<file path="src/hdl/sgacc_pkg.sv">
package sgacc_pkg;

    localparam int CW     = 32;               // field width
    localparam int FB     = 16;               // fraction bits
    localparam int AW     = CW + 1;           // magnitude of a coordinate difference
    localparam int SW     = 2 * AW + 1;       // r^2 + eps^2
    localparam int NW     = AW + CW;          // |d| * mass
    localparam int MA_W   = 2 * SW;           // multiplier operand a
    localparam int MB_W   = SW;               // multiplier operand b
    localparam int MP_W   = MA_W + MB_W;      // multiplier product
    localparam int CH     = 8;                // operand b bits per multiplier stage
    localparam int MUL_ST = (MB_W + CH - 1) / CH;
    localparam int MW     = 2 * NW + 4 * FB;  // squared numerator
    localparam int QW     = MP_W + CW;        // k * s^3
    localparam int RW     = MP_W + 2 * CW + 1; // trial k^2 * s^3
    localparam int QDEPTH = 4;
    localparam int QAW    = $clog2(QDEPTH);

    typedef struct packed {
        logic [SW-1:0]        s;
        logic [2:0][NW-1:0]   n;
        logic [2:0]           neg;
    } job_t;

    typedef struct packed {
        logic [2:0][CW-1:0]   acc;
        logic                 clipped;
    } res_t;

endpackage

</file>
<file path="src/hdl/sgacc_fifo.sv">
module sgacc_fifo
    import sgacc_pkg::*;
(
    input  logic clk,
    input  logic rst_n,
    input  logic push,
    input  job_t din,
    output logic full,
    input  logic pop,
    output job_t dout,
    output logic empty
);

    job_t            mem [QDEPTH];
    logic [QAW-1:0]  wr_ptr_reg, rd_ptr_reg;
    logic [QAW:0]    cnt_reg;
    logic            do_push, do_pop;

    assign full    = (cnt_reg == (QAW+1)'(QDEPTH));
    assign empty   = (cnt_reg == '0);
    assign do_push = push && !full;
    assign do_pop  = pop && !empty;
    assign dout    = mem[rd_ptr_reg];

    always_ff @(posedge clk or negedge rst_n)
    begin
        if (!rst_n)
        begin
            wr_ptr_reg <= '0;
            rd_ptr_reg <= '0;
            cnt_reg    <= '0;
        end
        else
        begin
            if (do_push)
                wr_ptr_reg <= wr_ptr_reg + QAW'(1);
            if (do_pop)
                rd_ptr_reg <= rd_ptr_reg + QAW'(1);
            if (do_push && !do_pop)
                cnt_reg <= cnt_reg + (QAW+1)'(1);
            else if (do_pop && !do_push)
                cnt_reg <= cnt_reg - (QAW+1)'(1);
        end
    end

    always_ff @(posedge clk)
    begin
        if (do_push)
            mem[wr_ptr_reg] <= din;
    end

endmodule

</file>
<file path="config.mk">
export PLATFORM = sky130hd
export DESIGN_NAME = sgacc_fifo
export DESIGN_NICKNAME = d
export VERILOG_FILES = /design/src/hdl/sgacc_pkg.sv /design/src/hdl/sgacc_fifo.sv
export SDC_FILE = /design/constraint.sdc
export NUM_CORES = 1
export LEC_CHECK = 0
export ABC_AREA = 1
export BUFFER_PORTS_ARGS = -buffer_cell sky130_fd_sc_hd__buf_4
export CORE_MARGIN = 3
export CORE_UTILIZATION = 24
export CTS_CLUSTER_DIAMETER = 60
export DETAILED_ROUTE_END_ITERATION = 6
export GPL_TIMING_DRIVEN = 0
export PLACE_DENSITY_LB_ADDON = 0.1
export SLEW_MARGIN = 20
export SYNTH_ARGS = -nofsm -noshare
export SYNTH_HDL_FRONTEND = slang
export SYNTH_SLANG_ARGS = --single-unit
</file>
<file path="constraint.sdc">
create_clock -name clk -period 15.8 [get_ports clk]
set_input_delay 4.74 -clock clk [delete_from_list [all_inputs] [get_ports clk]]
set_output_delay 4.74 -clock clk [all_outputs]
set_load 0.02 [all_outputs]
</file>
* Word level (Yosys, flattened, before mapping)
Memory sizes are Yosys's and may differ from the RTL's.
Cells that the tools add are included.
** Word-level totals
- Register bits :: 7
- Bits in writable memories :: 1060
- Input bits :: 269
- Memories kept :: 1
- Logic and storage cells :: 23
- Output and inout port bits :: 267
** Memories
- mem :: words 4, width 265, rd ports 1, clocked after Yosys merged registers in 0, wr ports 1, line sgacc_fifo.sv:14 : job_t mem [QDEPTH];
** Operators by class
- Reduce and logical (&&, ||, !) cells :: 10
- Eq/ne operators :: 1
- Mux-type cells :: 4
- Add/sub/neg operators :: 4
** Operators by type and width (number)
- 3-bit two-way mux :: 2
- 2-bit by 1-bit adder with 2-bit output, second input constant :: 2
- 1-bit logical AND :: 4
- 1-bit zero test :: 4
- 3-bit by 1-bit adder with 3-bit output, second input constant :: 1
- 3-bit == test, second input constant :: 1
- 3-bit zero test :: 1
- 3-bit by 1-bit subtractor with 3-bit output, second input constant :: 1
- 1-bit two-way mux :: 2
- 2-bit nonzero test :: 1

* Depth between registers and ports, before layout
- Depth after elaboration :: 7
- Gate-level depth with buffers :: 12
- Mapped depth without buffers :: 12

* Worst setup path before layout
No wires, ideal clock.
- Path type :: input port to flip-flop
- Start :: input port push
- End :: memory mem[0][0] (netlist bit), enable pin
- Setup time :: 0.897 ns
- Cell stages on the path :: 2
- Buffers on the path :: 0
- Slack :: -0.954 ns
- Arrival time :: 15.857 ns
- Required time :: 14.903 ns
- Cells stage by stage :: nand2_1 nor2_1
** On the way
- Word-level cells in the longest chain between the ends :: 3
** Ends and longest elaborated chain
- start, declared :: line sgacc_fifo.sv:6 : input logic push,
- 1-bit logical AND :: line sgacc_fifo.sv:21 : assign do_push = push && !full;
- 1-bit two-way mux :: line sgacc_fifo.sv:48 : if (do_push)
- 1-bit two-way mux (not written as such) :: line sgacc_fifo.sv:49 : mem[wr_ptr_reg] <= din;
- end, declared :: line sgacc_fifo.sv:14
Every way passes these cells.

==> impl_metrics.toml <==
[die]
dieArea_mm2 = 0.181
start_util_pct = 24.2
core_mm2 = 0.174
rows = 153
fp.dieH_um = 425
io_pins = 536
die_x_um = 425

[yosys]
yosys-top-cells-area = "edfxtp_1 76%, o211ai_1 9.4%, nand2_1 7.2%"
synth.net_count = 3428
synth_seq_area_share_pct = 76.0
syn_area_mm2 = 0.0421
syn_avg_cell_area_um2 = 13.4
synthCells = 3153
synth.distinct_cells = 17
yosys_warnings = 0
ys_seq_elements = 1067
synth_top_area_share_pct = 75.6
yosysTopAreaCell = "edfxtp_1"

[timing]
finalMaxSlewViolations = 0
fmax_ghz = 0.128
hold_viol_final = 0
tns_ns = 0
finalCriticalPeriod_ns = 7.83
rsz0062_at_grt = "false"
layout_setup_ws_ns = 7.97
slew_headroom_pct = 46.0
tightest_slew_ns = 0.810
finalSetupViolCount = 0
skew_ns = 0.0195
finalCritPeriodShare_pct = 49.6

[placement]
pre_cts_slack_ns = 8.54
dp_hpwl_um = 92800
globalplace.congestion = 0.703
dpl.cell_count = 6084
port-buffer-count = 535
placed_area_mm2 = 0.0508

[layout]
largest_reg_flops = 1060
final_common_cell = "edfxtp_1"
syn2layout_area_growth_pct = 30.9
final_cells = 6340
drive_above_1_share_pct = 23.3
final_net_count = 4175
final_cell_mix = "1,060 x edfxtp_1, 813 x nand2_1, 545 x inv_1"
fillers = 17600
design_area_mm2 = 0.0551

[run_status]
status = "finished, final reports clean"

[worst_setup_path]
crit_slowest_cell = "clkbuf_1"
critPathKind = "reg2out"
timing.rr.end = "mem[2][119]"
crit_path_start = "rd_ptr_reg[0]"
cp_max_fo = 10
crit_arrival_ns = 3.09
path_cells = "inv_2 -> buf_2 -> clkbuf_1 -> o211ai_1 -> nand2_1 -> buf_4"
r2r_slack_ns = 12.98
required_ns = 11.06
crit_buf_inv = 4
critPathLaunchType = "flop"
max_stage_delay_ns = 0.56
cp.depth = 6
crit_family = "buffers and inverters"
r2r-start = "cnt_reg[0]"
cp-endpoint = "dout[104]"
r2r_cells = 8
critPathCaptureType = "output port"

[clocking]
cts_setup_buffers = 0
cts_resized = 0
cts.root.buffer_cell = "clkbuf_16"
clock_sinks = 1067
cts_tree = "built"
clock_path_buffers = 3
ctsHtreeMaxLevel = 4
numCtsBuffers = 139
cts_hold_buf = 0
insertion_delay_ns = 0.76
cts.reportedPaths.clkPinSlew_ns = 0.06

[detailed_routing]
remaining_drc_errors = 0
wl_per_cell_um = 21.3
vias = 25700
drt_first_iter_violations = 1312
drt_pre_antenna_iters = 5
drtAntennaViolNets = 0
wirelength_um = 135000
vias_per_cell = 4.06

[pwr]
power_switching_mw = 4.37
p_comb_share_pct = 40.6
max-vdd-ir-drop_mv = 0.110
pwr-share-clk_pct = 25.9
total_power_mw = 11.4
power_leakage_nw = 21.6
powerDensity_mw_per_mm2 = 206
p_int_mw = 6.99
sw_frac_of_total_pct = 38.5
seqPwrFrac_pct = 33.5

[min_path]
worstHoldPathType = "reg2reg"

[grt]
track_usage_pct = 14.7
grt_pass1_wl_um = 191000
antenna_found_initial = 22
first_global_vias = 25700
grt_remaining_overflow = 0
grt_max_degree = 21

[flow_run]
drv_cap = 0
## per-layer routing
| layer | wire length [µm] | vias up | part of all wire [%] | global-route usage (%) |
|---|---|---|---|---|
| met5 | 74 | - | 0.055 | 0 |
| met4 | 3050 | 10 | 2.3 | 4.07 |
| met3 | 6880 | 190 | 5.1 | 3.80 |
| met2 | 68400 | 503 | 51 | 25.6 |
| met1 | 56400 | 12400 | 42 | 17.9 |
| li1 | - | 12600 | - | - |
## power groups by stage
stage | clock network [mW] | logic (mW) | registers [mW]
4_1_cts | 3.07 | 4.83 | 3.81
6_report | 2.94 | 4.61 | 3.80
3_5_place_dp | 0 | 4.82 | 3.86
2_1_floorplan | 0 | 2.30 | 4.12
3_3_place_gp | 0 | 4.52 | 4.44
5_1_grt | 3.17 | 5.06 | 3.84
## tightest hold or removal path, delay by kind of cell, from the launching register on
family / cells / cell delay, ns
AND/OR/NAND/NOR: 2 / 0.11
flip-flops: 1 / 0.37
## synth_stat cells
cell type  instances
nor2_1             4
buf_4              3
xnor2_1            1
inv_2              2
buf_6              3
ha_1               5
nand3_1            7
clkbuf_1          34
buf_2            136
o211ai_1         530
o21ai_0            1
edfxtp_1        1060
inv_1            545
fa_1               1
nand4_1            1
dfrtp_1            7
nand2_1          813
## area by class of cell
| type | count | area, µm² | area share, % |
|---|---|---|---|
| multi-input combinational | 1363 | 7210 | 13.1 |
| timing repair buffer | 606 | 5790 | 10.5 |
| buffer | 176 | 865 | 1.57 |
| inverter | 547 | 2050 | 3.73 |
| tap | 2325 | 2910 | 5.28 |
| clock buffer | 181 | 3740 | 6.79 |
| sequential | 1067 | 32000 | 58.1 |
| antenna | 11 | 27.5 | 0.0500 |
| clock inverter | 64 | 495 | 0.899 |
## how the worst min path moves through the flow
stage	cells after the start	slack, ns	start	to
5_1_grt	2	0.54	cnt_reg[2]	cnt_reg[2]
4_1_cts	2	0.52	rd_ptr_reg[0]	rd_ptr_reg[0]
3_3_place_gp	2	0.49	cnt_reg[2]	cnt_reg[2]
2_1_floorplan	2	0.46	cnt_reg[2]	cnt_reg[2]
6_report	2	0.52	rd_ptr_reg[0]	rd_ptr_reg[0]
3_5_place_dp	2	0.50	cnt_reg[2]	cnt_reg[2]
## stage by stage
| stage | utilization, % | hold slack (ns) |
|---|---|---|
| 6_report | 31.6 | 0.516 |
| 5_1_grt | 31.6 | 0.543 |
| 4_1_cts | 31.6 | 0.520 |
| 3_5_place_dp | 29.2 | 0.496 |
| 3_3_place_gp | 28.1 | 0.492 |
| 2_1_floorplan | - | 0.463 |
## cells by family after synthesis
logic type / count (synthesis) / synth area share (%)
xor+xnor: 1 / 0.0208
compound gates: 531 / 9.46
fa+ha+maj: 6 / 0.196
simple gates: 825 / 7.38
flops: 1067 / 76.0
buf+inv: 723 / 6.93
Power figures use the tool's default switching activity.
